===== config.mk =====
export PLATFORM = sky130hd
export DESIGN_NAME = strip_color_codes_unit
export DESIGN_NICKNAME = d
export VERILOG_FILES = /design/src/rtl/scc_pkg.sv /design/src/rtl/scc_datapath.sv /design/src/rtl/scc_ctrl.sv /design/src/rtl/strip_color_codes_unit.sv
export SDC_FILE = /design/constraint.sdc
export NUM_CORES = 1
export LEC_CHECK = 0
export ABC_AREA = 1
export BUFFER_PORTS_ARGS = -buffer_cell sky130_fd_sc_hd__buf_2
export CAP_MARGIN = 30
export CORE_UTILIZATION = 54
export DETAILED_ROUTE_END_ITERATION = 10
export MAX_ROUTING_LAYER = met4
export PLACE_DENSITY = 0.75
export REMOVE_ABC_BUFFERS = 1
export SYNTH_ARGS = -nofsm -noshare
export SYNTH_HDL_FRONTEND = slang
export SYNTH_SLANG_ARGS = --single-unit
export TNS_END_PERCENT = 10

===== constraint.sdc =====
create_clock -name clk -period 2.15 [get_ports clk]
set_input_delay 0.3225 -clock clk [delete_from_list [all_inputs] [get_ports clk]]
set_output_delay 0.3225 -clock clk [all_outputs]
set_load 0.05 [all_outputs]

===== src/rtl/scc_pkg.sv =====
// ----------------------------------------------------------------------------
// scc_pkg
// Shared types and constants for the color code stripping unit.
// ----------------------------------------------------------------------------
package scc_pkg;

  localparam int CODE_DIGITS = 6;
  localparam int CNT_W       = $clog2(CODE_DIGITS + 1);
  localparam int IDX_W       = (CODE_DIGITS > 1) ? $clog2(CODE_DIGITS) : 1;

  localparam logic [7:0] OPEN_CH  = 8'h7B;  // '{'
  localparam logic [7:0] CLOSE_CH = 8'h7D;  // '}'

  typedef struct packed {
    logic [7:0] in_byte;
    logic       last_byte;
  } in_item_t;

  typedef struct packed {
    logic [7:0] out_byte;
    logic       byte_valid;
    logic       end_of_text;
  } out_item_t;

  // Result sequence of one input byte:
  // ['{' + ndig held digits] [the byte] ['{' of a new code] | [bare end mark]
  typedef struct packed {
    logic             open_a;
    logic [CNT_W-1:0] ndig;
    logic             byte_en;
    logic             open_b;
    logic             mark;
    logic             last;
  } plan_t;

  typedef enum logic [1:0] {
    SRC_OPEN,
    SRC_DIGIT,
    SRC_BYTE,
    SRC_MARK
  } src_t;

  typedef struct packed {
    logic             accept;
    logic             load;
    src_t             src;
    logic [IDX_W-1:0] dig_idx;
    logic             end_flag;
  } dp_cmd_t;

  typedef struct packed {
    plan_t plan;
    logic  can_load;
  } dp_status_t;

endpackage


===== src/rtl/scc_datapath.sv =====
// ----------------------------------------------------------------------------
// scc_datapath
// Code parsing state, digit store, byte hold register and output register.
// Decodes each incoming byte into a result plan for the controller.
// ----------------------------------------------------------------------------
module scc_datapath
  import scc_pkg::*;
(
  input  logic       clk,
  input  logic       rst,
  input  in_item_t   text_data,
  input  dp_cmd_t    cmd,
  output dp_status_t status,
  input  logic       strip_stall,
  output logic       strip_valid,
  output out_item_t  strip_data
);

  logic             collecting;
  logic             collecting_next;
  logic [CNT_W-1:0] digit_count;
  logic [CNT_W-1:0] digit_count_next;
  logic [7:0]       digit_store [CODE_DIGITS];
  logic [7:0]       hold_byte;
  logic             store_wr;
  plan_t            plan;
  out_item_t        sel_item;

  function automatic logic is_hex(input logic [7:0] b);
    return (b >= 8'h30 && b <= 8'h39) || (b >= 8'h41 && b <= 8'h46) ||
           (b >= 8'h61 && b <= 8'h66);
  endfunction

  logic hex, is_open, is_close, full, last;

  always_comb begin
    hex      = is_hex(text_data.in_byte);
    is_open  = text_data.in_byte == OPEN_CH;
    is_close = text_data.in_byte == CLOSE_CH;
    last     = text_data.last_byte;
    full     = digit_count == CNT_W'(CODE_DIGITS);

    plan             = '0;
    plan.last        = last;
    store_wr         = 1'b0;
    collecting_next  = collecting;
    digit_count_next = digit_count;

    priority if (!collecting) begin
      if (is_open) begin
        collecting_next  = 1'b1;
        digit_count_next = '0;
        plan.open_a      = last;
      end else begin
        plan.byte_en = 1'b1;
      end
    end else if (hex && !full) begin
      store_wr         = 1'b1;
      digit_count_next = digit_count + CNT_W'(1);
      plan.open_a      = last;
      plan.ndig        = last ? digit_count + CNT_W'(1) : '0;
    end else if (hex) begin
      // too many digits: release and pass the digit
      plan.open_a      = 1'b1;
      plan.ndig        = digit_count;
      plan.byte_en     = 1'b1;
      collecting_next  = 1'b0;
      digit_count_next = '0;
    end else if (is_close && full) begin
      collecting_next  = 1'b0;
      digit_count_next = '0;
    end else begin
      plan.open_a = 1'b1;
      plan.ndig   = digit_count;
      if (is_open) begin
        collecting_next  = 1'b1;
        digit_count_next = '0;
        plan.open_b      = last;
      end else begin
        plan.byte_en     = 1'b1;
        collecting_next  = 1'b0;
        digit_count_next = '0;
      end
    end

    if (last) begin
      collecting_next  = 1'b0;
      digit_count_next = '0;
    end
    plan.mark = last && !(plan.open_a || plan.byte_en);
  end

  always_comb begin
    sel_item = '0;
    unique case (cmd.src)
      SRC_OPEN: begin
        sel_item.out_byte   = OPEN_CH;
        sel_item.byte_valid = 1'b1;
      end
      SRC_DIGIT: begin
        sel_item.out_byte   = digit_store[cmd.dig_idx];
        sel_item.byte_valid = 1'b1;
      end
      SRC_BYTE: begin
        sel_item.out_byte   = hold_byte;
        sel_item.byte_valid = 1'b1;
      end
      SRC_MARK: begin
        sel_item.out_byte   = '0;
        sel_item.byte_valid = 1'b0;
      end
      default: sel_item = '0;
    endcase
    sel_item.end_of_text = cmd.end_flag;
  end

  assign status.plan     = plan;
  assign status.can_load = !strip_valid || !strip_stall;

  always_ff @(posedge clk) begin
    if (rst) begin
      collecting  <= 1'b0;
      digit_count <= '0;
      strip_valid <= 1'b0;
    end else begin
      if (cmd.accept) begin
        collecting  <= collecting_next;
        digit_count <= digit_count_next;
      end
      if (cmd.load) begin
        strip_valid <= 1'b1;
      end else if (!strip_stall) begin
        strip_valid <= 1'b0;
      end
    end
  end

  always_ff @(posedge clk) begin
    if (cmd.accept) begin
      hold_byte <= text_data.in_byte;
      if (store_wr) begin
        digit_store[digit_count[IDX_W-1:0]] <= text_data.in_byte;
      end
    end
    if (cmd.load) begin
      strip_data <= sel_item;
    end
  end

endmodule


===== src/rtl/scc_ctrl.sv =====
// ----------------------------------------------------------------------------
// scc_ctrl
// Sequencer: takes the plan of an accepted byte and steps through its
// results, one transfer into the output register per cycle while not stalled.
// ----------------------------------------------------------------------------
module scc_ctrl
  import scc_pkg::*;
(
  input  logic       clk,
  input  logic       rst,
  input  logic       text_valid,
  output logic       text_stall,
  input  dp_status_t status,
  output dp_cmd_t    cmd
);

  typedef enum logic {
    IDLE,
    EMIT
  } state_t;

  state_t           state;
  plan_t            p;
  plan_t            p_next;
  logic [CNT_W-1:0] dig_idx;
  logic [CNT_W-1:0] dig_idx_next;
  src_t             src;
  logic             final_step;
  logic             step;
  logic             accept;
  logic             new_busy;

  always_comb begin
    p_next       = p;
    dig_idx_next = dig_idx;
    priority if (p.open_a) begin
      src           = SRC_OPEN;
      p_next.open_a = 1'b0;
    end else if (dig_idx != p.ndig) begin
      src          = SRC_DIGIT;
      dig_idx_next = dig_idx + CNT_W'(1);
    end else if (p.byte_en) begin
      src            = SRC_BYTE;
      p_next.byte_en = 1'b0;
    end else if (p.open_b) begin
      src           = SRC_OPEN;
      p_next.open_b = 1'b0;
    end else begin
      src         = SRC_MARK;
      p_next.mark = 1'b0;
    end
    final_step = !p_next.open_a && (dig_idx_next == p.ndig) && !p_next.byte_en &&
                 !p_next.open_b && !p_next.mark;
  end

  assign step       = (state == EMIT) && status.can_load;
  assign text_stall = !((state == IDLE) || (step && final_step));
  assign accept     = text_valid && !text_stall;
  assign new_busy   = status.plan.open_a || status.plan.byte_en || status.plan.mark;

  assign cmd.accept   = accept;
  assign cmd.load     = step;
  assign cmd.src      = src;
  assign cmd.dig_idx  = dig_idx[IDX_W-1:0];
  assign cmd.end_flag = p.last && final_step;

  always_ff @(posedge clk) begin
    if (rst) begin
      state   <= IDLE;
      p       <= '0;
      dig_idx <= '0;
    end else if (accept) begin
      p       <= status.plan;
      dig_idx <= '0;
      state   <= new_busy ? EMIT : IDLE;
    end else if (step) begin
      p       <= p_next;
      dig_idx <= dig_idx_next;
      if (final_step) begin
        state <= IDLE;
      end
    end
  end

endmodule


===== src/rtl/strip_color_codes_unit.sv =====
// ----------------------------------------------------------------------------
// strip_color_codes_unit
// Removes inline color codes ('{' + six hex digits + '}') from a byte stream.
// ----------------------------------------------------------------------------
// Output: the results of a byte pass through the output register one per cycle
//   while strip_stall is low (up to CODE_DIGITS+2 results per byte).
// Throughput: 1 byte per cycle while each byte yields at most one result and
//   no output stall; more results per byte hold the input until all are sent.
// Reset: synchronous, active high; clears code state and empties the output.
module strip_color_codes_unit
  import scc_pkg::*;
(
  input  logic      clk,
  input  logic      rst,
  input  logic      text_valid,
  output logic      text_stall,
  input  in_item_t  text_data,
  output logic      strip_valid,
  input  logic      strip_stall,
  output out_item_t strip_data
);

  dp_cmd_t    cmd;
  dp_status_t status;

  scc_ctrl u_ctrl (
    .clk        (clk),
    .rst        (rst),
    .text_valid (text_valid),
    .text_stall (text_stall),
    .status     (status),
    .cmd        (cmd)
  );

  scc_datapath u_dp (
    .clk         (clk),
    .rst         (rst),
    .text_data   (text_data),
    .cmd         (cmd),
    .status      (status),
    .strip_stall (strip_stall),
    .strip_valid (strip_valid),
    .strip_data  (strip_data)
  );

endmodule


==> run summary, run 1 <==
FMAX = 0.438 GHz
Tightest Hold Check Type = in -> reg
H-tree levels = 3
Placer Congestion = 0.940
Initial drt markers = 345
Drt wl/cell = 16.3 um
Final setup violation count = 49
CP Cell Sequence = inv_2 -> nand2_1 -> nand2_2 -> nand3_4 -> nand2_4 -> nand2_1 -> nand2_2 -> nand3_2 -> nor2_2 -> nand3_2 -> nand2_4 -> buf_6 -> inv_2 -> buf_8
Worst-path clk slew = 0.09 ns
Post-synth cell types = 35
Nets = 467
Max-cap violations = 0
Die area = 7470 um^2
Vias/cell = 5.52
Fin crit period = 2.28 ns
Total Routing Usage GR = 26.0%
Synthesized cell area = 3850 um^2
Total grt overflow = 0
Routed vias = 3,047
Die height = 86.5 um
I/O Buffers = 24
Max VDD drop = 0.351 mV
Clock Path Buffers = 2
Chip width = 86.5 um
Clock tree from TritonCTS = built
NetSw = 0.817 mW
Ys Warns = 0
Cell count after synthesis = 391
WL final = 9000 um
Reg power frac = 54.3%
Clock network power share = 36.6%
Area added between synthesis and finish = 21.0%
Arrival @ worst endpoint = 1.96 ns
Layout cell share with drive strength beyond 1 = 26.3%
Largest net degree at the start of global routing = 25
# diodes = 0
R2r startpoint = u_ctrl.dig_idx[0]
Failing checks = setup timing
Starting Density = 56.4%
I/O pin count = 25
Min-delay src = rst
Leak Pwr = 1.80 nW
Final worst slack = -0.133 ns
Multi-input logic area = 1360 um^2
Vias in the first global route = 2,751
Row count = 30
TNS Setup = -1.96 ns
First-pass GRT wire length = 13,700 um
PD cells = 728 nW/um^2
Core outline area = 6830 um^2
Yosys top cell area share = 51.5%
RR Endpoint = u_dp.digit_store[1][4]
Layout Skew = 0.0103 ns
# fillers = 505
Clock Tree Root = clkbuf_8
Initial antenna violation count = 0
Delay-heaviest family, CP = simple AND/OR/NAND/NOR gates
Total area of sequential cells = 2390 um^2
Hold Vio Cnt, Final = 0
Post-Route Utilization = 68.2%
Buf/Inv on CP = 4
Rel. slew slack = 60.9%
Hold Path End = u_ctrl.state
Nature of the critical path endpoint = primary output
Hold path depth = 2
RSZ-0062 raised after global routing = true
Cell-internal power = 2.58 mW
Worst Max-Slew Pin Slew = 0.586 ns
Status = finished, violations left
Antenna Nets Post-Route = 0
Synth area leaders = edfxtp_1 (51%), dfxtp_1 (10%), nand2_1 (9.8%)
Slew Viols, Final = 0
CTS Sinks = 86
Fin crit share = 106%
Startpoint Class = register
Residual DRC = 0
Register area share after synthesis = 61.9%
Synth Register Bits = 86
Avg Cell Area, Syn = 9.85 um^2
Synth area leader = edfxtp_1
Post-DP HPWL = 5950 um
CP required = 1.83 ns
Placed standard-cell area = 4260 um^2
WS Path Type = reg -> out
Drt pass-1 iters = 5
Switching share of total power = 24.1%
R2r setup slk = -0.07 ns
Worst-path fanout max = 6
Critical Path Max Stage Delay = 0.35 ns
R2R cell count = 16
Design area = 4660 um^2
Crit path max-delay cell type = dfxtp_2
Logic pwr share = 9.1%
Num CTS Buffers = 9
Worst-skew pair later-pin latency = 0.35 ns
-- stage by stage --
step / cells / worst slack [ns] / power, mW / hold WS [ns]
6_report: 552 / -0.133 / 3.39 / 0.208
5_1_grt: 552 / -0.274 / 3.50 / 0.202
4_1_cts: 550 / -0.0923 / 3.40 / 0.193
3_5_place_dp: 528 / -0.0273 / 2.17 / 0.478
3_3_place_gp: 528 / 0.0256 / 2.17 / 0.472
2_1_floorplan: 382 / -0.220 / 2.06 / 0.392
-- cells by family (layout without fill, tap and decap cells) --
logic type,Yosys count,after routing,synth area share (%)
buffers and inverters,43,108,4.42
and+or+nand+nor,197,197,23.4
xor gates and xnor gates,3,3,0.682
adders and majority gates,3,3,0.975
DFF,86,86,61.9
AOI/OAI and AO/OA,59,59,8.67
-- final cells by class --
class | count | share of cell area, %
clock buffers | 9 | 2.66
clock inverters | 7 | 2.07
inverters | 34 | 2.95
multi-input cells | 262 | 29.3
flip-flops and latches | 86 | 51.3
well taps | 96 | 2.58
repair buffers | 58 | 9.18
-- sequential cells by signal (all words and copies together) (netlist names), 3 cells and up, named ones only --
name              cells
u_ctrl.dig_idx        3
u_ctrl.p              8
u_dp.digit_count      3
u_dp.digit_store     48
u_dp.hold_byte        8
u_dp.strip_data      10
-- worst register-to-register path: stages (launching register included) --
cell	delay, ns
dfxtp_2	0.35
inv_2	0.07
nand2_1	0.06
nand2_2	0.09
nand3_4	0.13
nand2_4	0.11
nand2_1	0.07
nand2_2	0.09
nand3_2	0.08
nor2_2	0.12
nand3_2	0.09
nand2_4	0.09
nand2_4	0.05
nor2_4	0.13
nand3_2	0.11
nor2_1	0.14
buf_6	0.17
-- what timing repair did --
item                       CTS  global route
setup endpoints to repair   49            63
setup buffers                6             2
hold buffers                 0             0
pin swaps                    6            15
resized for setup           16            32
-- placed cells by master (no fill, tap or decap), drive strengths merged, types with 9 or more instances in the layout --
master	instances
o21ai	18
buf	58
clkbuf	9
nand3	33
dfxtp	20
a21oi	30
edfxtp	66
nand2	110
nor2	39
inv	33
-- worst max-delay path by stage --
stage,start,endpoint,cells after the start
6_report,u_ctrl.dig_idx[0],text_stall,14
5_1_grt,u_ctrl.dig_idx[0],text_stall,14
4_1_cts,u_ctrl.dig_idx[0],text_stall,12
3_5_place_dp,u_ctrl.dig_idx[2],u_dp.digit_store[1][3],14
3_3_place_gp,u_ctrl.p[6],u_dp.digit_store[1][4],14
2_1_floorplan,u_dp.strip_valid,u_dp.digit_store[1][0],9
-- routing by layer --
layer	wire length, um	part of all wire [%]	vias to the layer above	global-route usage (%)
met4	131	1.5	0	11.1
met5	0	0	-	-
met1	3950	44	1394	36.0
met3	772	8.6	16	5.52
met2	4150	46	174	37.4
li1	-	-	1463	-
-- cell usage after synthesis, drive strengths merged --
cell type,n
a21oi,30
a22o,1
nand4,6
ha,3
o31ai,1
nor3,3
clkbuf,7
o22ai,1
xor2,2
o21ai,18
nand3,33
nor3b,1
buf,2
dfxtp,20
inv,31
xnor2,1
o311ai,6
clkinv,3
nand2,110
o32a,1
nor4,1
edfxtp,66
nand3b,4
nor2,39
a32oi,1
-- power by group through the flow --
stage          clock network (mW)  logic (mW)  registers [mW]
2_1_floorplan                   0       0.120            1.94
3_3_place_gp                    0       0.286            1.88
3_5_place_dp                    0       0.289            1.88
4_1_cts                      1.26       0.297            1.85
5_1_grt                      1.32       0.333            1.85
6_report                     1.24       0.309            1.84
(Power assumes the default switching activity.)
==> run 2: changes to the inputs <==
--- a/config.mk
+++ b/config.mk
@@ -8,10 +8,10 @@
 export ABC_AREA = 1
 export BUFFER_PORTS_ARGS = -buffer_cell sky130_fd_sc_hd__buf_2
 export CAP_MARGIN = 30
-export CORE_UTILIZATION = 54
+export CORE_UTILIZATION = 60
 export DETAILED_ROUTE_END_ITERATION = 10
 export MAX_ROUTING_LAYER = met4
-export PLACE_DENSITY = 0.75
+export PLACE_DENSITY = 0.79
 export REMOVE_ABC_BUFFERS = 1
 export SYNTH_ARGS = -nofsm -noshare
 export SYNTH_HDL_FRONTEND = slang
==> constraint.sdc (replaced) <==
create_clock -name clk -period 2.3 [get_ports clk]
set_input_delay 0.345 -clock clk [delete_from_list [all_inputs] [get_ports clk]]
set_output_delay 0.345 -clock clk [all_outputs]
set_load 0.05 [all_outputs]
==> run summary, run 2 (same netlist as run 1, synthesis figures left out) <==
Area added between synthesis and finish = 18.4%
Hold Vio Cnt, Final = 0
Leak Pwr = 1.78 nW
Tightest Hold Check Type = in -> reg
Total grt overflow = 0
CP Cell Sequence = inv_4 -> nand2_4 -> nand2_4 -> nand3_4 -> nand2_4 -> nand2_2 -> nand2_2 -> nand3_2 -> nor2_2 -> nand3_2 -> nand2_4 -> buf_6 -> inv_4 -> buf_8
Max reg flops = 48
Worst-path fanout max = 6
CP required = 1.96 ns
Post-Place Cells = 497
Antenna Nets Post-Route = 0
Rel. slew slack = 53.1%
Max VDD drop = 0.504 mV
Worst-skew pair later-pin latency = 0.36 ns
Initial drt markers = 346
WL final = 9330 um
Setup WS pre-CTS = -0.0147 ns
Post-DP HPWL = 6000 um
Slew Viols, Final = 0
Starting Density = 63.5%
# fillers = 410
Nature of the critical path endpoint = primary output
Final worst slack = -0.0841 ns
R2r startpoint = u_ctrl.p[5]
Vias in the first global route = 2,813
Residual DRC = 0
Chip width = 82.1 um
Status = finished, violations left
Placer Congestion = 0.935
Nets = 464
Core outline area = 6060 um^2
PD cells = 676 nW/um^2
Min-delay src = rst
Die height = 82.1 um
Total Routing Usage GR = 30.0%
Critical Path Max Stage Delay = 0.38 ns
WS Path Type = reg -> out
Hold slack = 0.231 ns
I/O Buffers = 24
Fin crit period = 2.38 ns
RSZ-0062 raised after global routing = true
First-pass GRT wire length = 13,900 um
Clock tree from TritonCTS = built
Layout cell share with drive strength beyond 1 = 25.6%
Max-cap violations = 0
Vias/cell = 5.85
H-tree levels = 3
Row count = 28
Worst-path clk slew = 0.09 ns
Crit-path most repeated cell = nand2_4
Clock Path Buffers = 2
Fin crit share = 104%
Drt pass-1 iters = 5
Failing checks = setup timing
Largest net degree at the start of global routing = 25
Critical path startpoint = u_ctrl.p[5]
Startpoint Class = register
Initial antenna violation count = 0
# diodes = 0
CTS Sinks = 86
Worst Max-Slew Pin Slew = 0.702 ns
Most frequent cells in the layout = nand2_1 (90), edfxtp_1 (66), nor2_1 (36), a21oi_1 (30), buf_4 (27)
Commonest non-fill, non-tap cell in the layout = nand2_1
I/O pin count = 25
TNS Setup = -0.618 ns
Arrival @ worst endpoint = 2.04 ns
Final Non-Filler Cells = 528
Crit path max-delay cell type = dfxtp_4
Post-Route Utilization = 75.2%
Die area = 6740 um^2
Layout Skew = 0.0151 ns
Drt wl/cell = 17.7 um
Final setup violation count = 39
Clock Tree Root = clkbuf_8
Routed vias = 3,087
Hold bufs inserted after CTS = 0
FMAX = 0.419 GHz
Num CTS Buffers = 9
run 2: power breakdown:
part / switching (mW) / internal (mW) / leakage [nW] / total [mW]
Clock: 0.545 / 0.534 / 0.104 / 1.08
Combinational: 0.198 / 0.0775 / 0.906 / 0.275
Sequential: 0.0175 / 1.71 / 0.772 / 1.73
Total: 0.760 / 2.32 / 1.78 / 3.08
run 2: final timing paths:
| path | endpoint | slack (ns) | cells after the start |
|---|---|---|---|
| min reg2reg | u_dp.strip_valid | 0.49 | 2 |
| max reg2reg | u_dp.digit_store[0][0] | -0.04 | 16 |
| min | u_ctrl.p[7] | 0.23 | 2 |
| max | text_stall | -0.08 | 14 |
run 2: routing by layer:
| metal | part of all wire (%) | wire length (um) | global-route usage, % | up-vias |
|---|---|---|---|---|
| li1 | - | - | - | 1462 |
| met1 | 42 | 3930 | 42.2 | 1431 |
| met2 | 46 | 4320 | 43.9 | 169 |
| met3 | 9.2 | 862 | 4.84 | 25 |
| met4 | 2.4 | 220 | 11.4 | 0 |
| met5 | 0 | 0 | - | - |
run 2: worst max-delay path, delay by kind of cell, from the launching register on:
family                 cells  cell delay, ns
buffers and inverters      4            0.34
DFF                        1            0.38
and+or+nand+nor           10            0.95
run 2: cell type report:
type                            instances  area, um^2  area share [%]
Sequential cell                        86        2390            52.5
Multi-Input combinational cell        262        1360            29.8
Timing Repair Buffer                   55         378            8.29
Clock buffer                           11         141            3.10
Inverter                               34         136            2.99
Tap cell                               75        93.8            2.06
Clock inverter                          5        57.6            1.26
run 2: metrics by stage:
stage               area (um^2)  power (mW)
floorplan                  3810        1.93
global placement           4140        2.02
detailed placement         4140        2.02
CTS                        4420        3.05
global route               4560        3.16
finish                     4560        3.08
run 2: what timing repair did:
| item | in CTS | in global routing |
|---|---|---|
| pin swaps | 6 | 15 |
| resized for setup | 16 | 27 |
| setup buffers | 6 | 9 |
| endpoints found under the setup margin | 49 | 50 |
==> run 3: changes to the inputs <==
--- a/config.mk
+++ b/config.mk
@@ -5,13 +5,12 @@
 export SDC_FILE = /design/constraint.sdc
 export NUM_CORES = 1
 export LEC_CHECK = 0
-export ABC_AREA = 1
 export BUFFER_PORTS_ARGS = -buffer_cell sky130_fd_sc_hd__buf_2
 export CAP_MARGIN = 30
-export CORE_UTILIZATION = 60
+export CORE_UTILIZATION = 59
 export DETAILED_ROUTE_END_ITERATION = 10
 export MAX_ROUTING_LAYER = met4
-export PLACE_DENSITY = 0.79
+export PLACE_DENSITY = 0.78
 export REMOVE_ABC_BUFFERS = 1
 export SYNTH_ARGS = -nofsm -noshare
 export SYNTH_HDL_FRONTEND = slang
==> run summary, run 3 <==
I/O pin count = 25
Max reg flops = 48
CTS Sinks = 86
WS Path Type = reg -> reg
Fin crit share = 106%
Worst-path clk slew = 0.09 ns
Commonest cells in the netlist = edfxtp_1 (66), nor2_1 (26), a21oi_1 (23)
Startpoint Class = register
Register area share after synthesis = 64.8%
Die area = 6550 um^2
Layout Skew = 0.0112 ns
Area added between synthesis and finish = 21.0%
Chip width = 81.0 um
Count leader, synth = edfxtp_1
Row count = 28
RR Endpoint = u_dp.digit_store[0][6]
CP Capture Point = u_dp.digit_store[0][6]
Nature of the critical path endpoint = register
Arrival @ worst endpoint = 2.50 ns
Vias/cell = 6.16
R2r startpoint = u_ctrl.dig_idx[2]
Largest net degree at the start of global routing = 21
Post-synth cell types = 49
CP required = 2.37 ns
Ys async rst share = 0%
Total grt overflow = 0
Num CTS Buffers = 9
Die height = 81.0 um
Initial drt markers = 209
Total Routing Usage GR = 27.9%
Drt pass-1 iters = 4
Yosys top cell area share = 53.9%
R2r setup slk = -0.13 ns
H-tree levels = 3
Leak Pwr = 1.61 nW
Final Non-Filler Cells = 419
Layout cell share with drive strength beyond 1 = 31.1%
Max-cap violations = 0
Routed vias = 2,581
Starting Density = 61.8%
Commonest non-fill, non-tap cell in the layout = edfxtp_1
Initial antenna violation count = 0
Tightest Hold Check Type = in -> reg
Worst Max-Slew Pin Slew = 0.533 ns
Vias in the first global route = 2,394
Ys Warns = 0
EDFF count, synth = 66
# diodes = 0
Clock Path Buffers = 2
Nets = 356
Clock Tree Root = clkbuf_8
Total Power = 2.85 mW
Worst-skew pair later-pin latency = 0.36 ns
Slew Viols, Final = 0
Rel. slew slack = 64.4%
R2R cell count = 8
RSZ-0062 raised after global routing = true
Max VDD drop = 0.483 mV
Synthesized cell area = 3680 um^2
Final worst slack = -0.131 ns
Worst-path fanout max = 8
Critical path startpoint = u_ctrl.dig_idx[2]
Residual DRC = 0
Most frequent cells in the layout = edfxtp_1 (66), buf_4 (35), nor2_1 (26), a21oi_1 (23), buf_2 (23)
Failing checks = setup timing
Post-Route Utilization = 74.7%
Hold Vio Cnt, Final = 0
Fin crit period = 2.43 ns
WL final = 8140 um
Final setup violation count = 33
Post-Place Cells = 402
Clock tree from TritonCTS = built
Avg Cell Area, Syn = 13.2 um^2
Post-DP HPWL = 5550 um
I/O Buffers = 24
Status = finished, violations left
Hold path depth = 3
First-pass GRT wire length = 12,700 um
Synth Register Bits = 86
Post-synth top flop = edfxtp_1
Core outline area = 5960 um^2
Placer Congestion = 0.862
Cell count after synthesis = 278
Drt wl/cell = 19.4 um
FMAX = 0.411 GHz
Synth area leader = edfxtp_1
PD cells = 639 nW/um^2
Antenna Nets Post-Route = 0
Synth area leaders = edfxtp_1 (54%), dfxtp_1 (11%), mux4_2 (4.9%)
-- run 3: cell types whose count changed in the layout (fill, tap and decap cells not counted), moves of 8 or more --
cell and change:
nor2_1 -10, nand3_1 -17, mux4_2 +8, nand2_2 -14, mux2i_1 +10, buf_4 +8
nand2_1 -74, inv_1 -15
-- run 3: per-layer routing --
| layer | global-route usage (%) | routed length (um) | share of wire (%) | vias up |
|---|---|---|---|---|
| met5 | - | 0 | 0 | - |
| li1 | - | - | - | 1192 |
| met1 | 36.8 | 3480 | 43 | 1255 |
| met2 | 42.5 | 3880 | 48 | 105 |
| met4 | 8.93 | 194 | 2.4 | 0 |
| met3 | 7.08 | 586 | 7.2 | 29 |
-- run 3: layout make-up --
type	count	area, um^2
fillers	377	1500
clock inverters	6	38.8
multi-input cells	169	1290
flip-flops and latches	86	2390
inverters	9	33.8
well taps	75	93.8
clock buffers	9	124
repair buffers	65	483
-- run 3: worst max-delay path, cell delays in order (launching register included) --
cell and delay (ns):
dfxtp_2 0.34, xnor2_2 0.20, buf_4 0.16, xor2_1 0.14
a32oi_1 0.13, o31a_1 0.34, or4_4 0.50, nor3_4 0.17
buf_6 0.17
-- run 3: power breakdown --
part	switching, mW	total, mW	internal [mW]
clock	0.547	0.932	0.385
combinational	0.140	0.207	0.0671
sequential	0.0102	1.71	1.70
total	0.697	2.85	2.15
-- run 3: worst min path at each step --
stage	endpoint	from
after floorplan	u_ctrl.p[0]	rst
after global placement	u_ctrl.p[0]	u_ctrl.p[0]
after detailed placement	u_ctrl.p[0]	u_ctrl.p[0]
after CTS	u_dp.strip_valid	strip_stall
after global routing	u_dp.digit_store[3][7]	text_data[8]
final	u_dp.strip_valid	strip_stall
-- run 3: logic make-up (layout without fill, tap and decap cells) --
kind of cell	Yosys count	count (layout)	share of synthesized area, %
DFF	86	86	64.8
buffers and inverters	23	89	2.62
AOI/OAI and AO/OA	60	60	11.1
and+or+nand+nor	80	80	10.7
muxes	18	18	7.62
xor gates and xnor gates	8	8	2.11
adders and majority gates	3	3	1.02
-- run 3: through the flow --
stage                     instance area [um^2]  hold WS, ns  setup WS [ns]  setup TNS (ns)
after detailed placement                  4160        0.447         -0.147           -6.76
after global placement                    4160        0.440        -0.0524           -1.46
after CTS                                 4390        0.300         -0.105           -3.94
after global routing                      4450        0.325         -0.218           -6.68
after floorplan                           3620        0.414         -0.709          -24.59
final                                     4450        0.313         -0.131           -3.93
-- run 3: repair_timing --
action,CTS,global route
hold buffers,0,0
setup endpoints to repair,49,63
resized for setup,14,10
pin swaps,3,3
buffers inserted,1,1
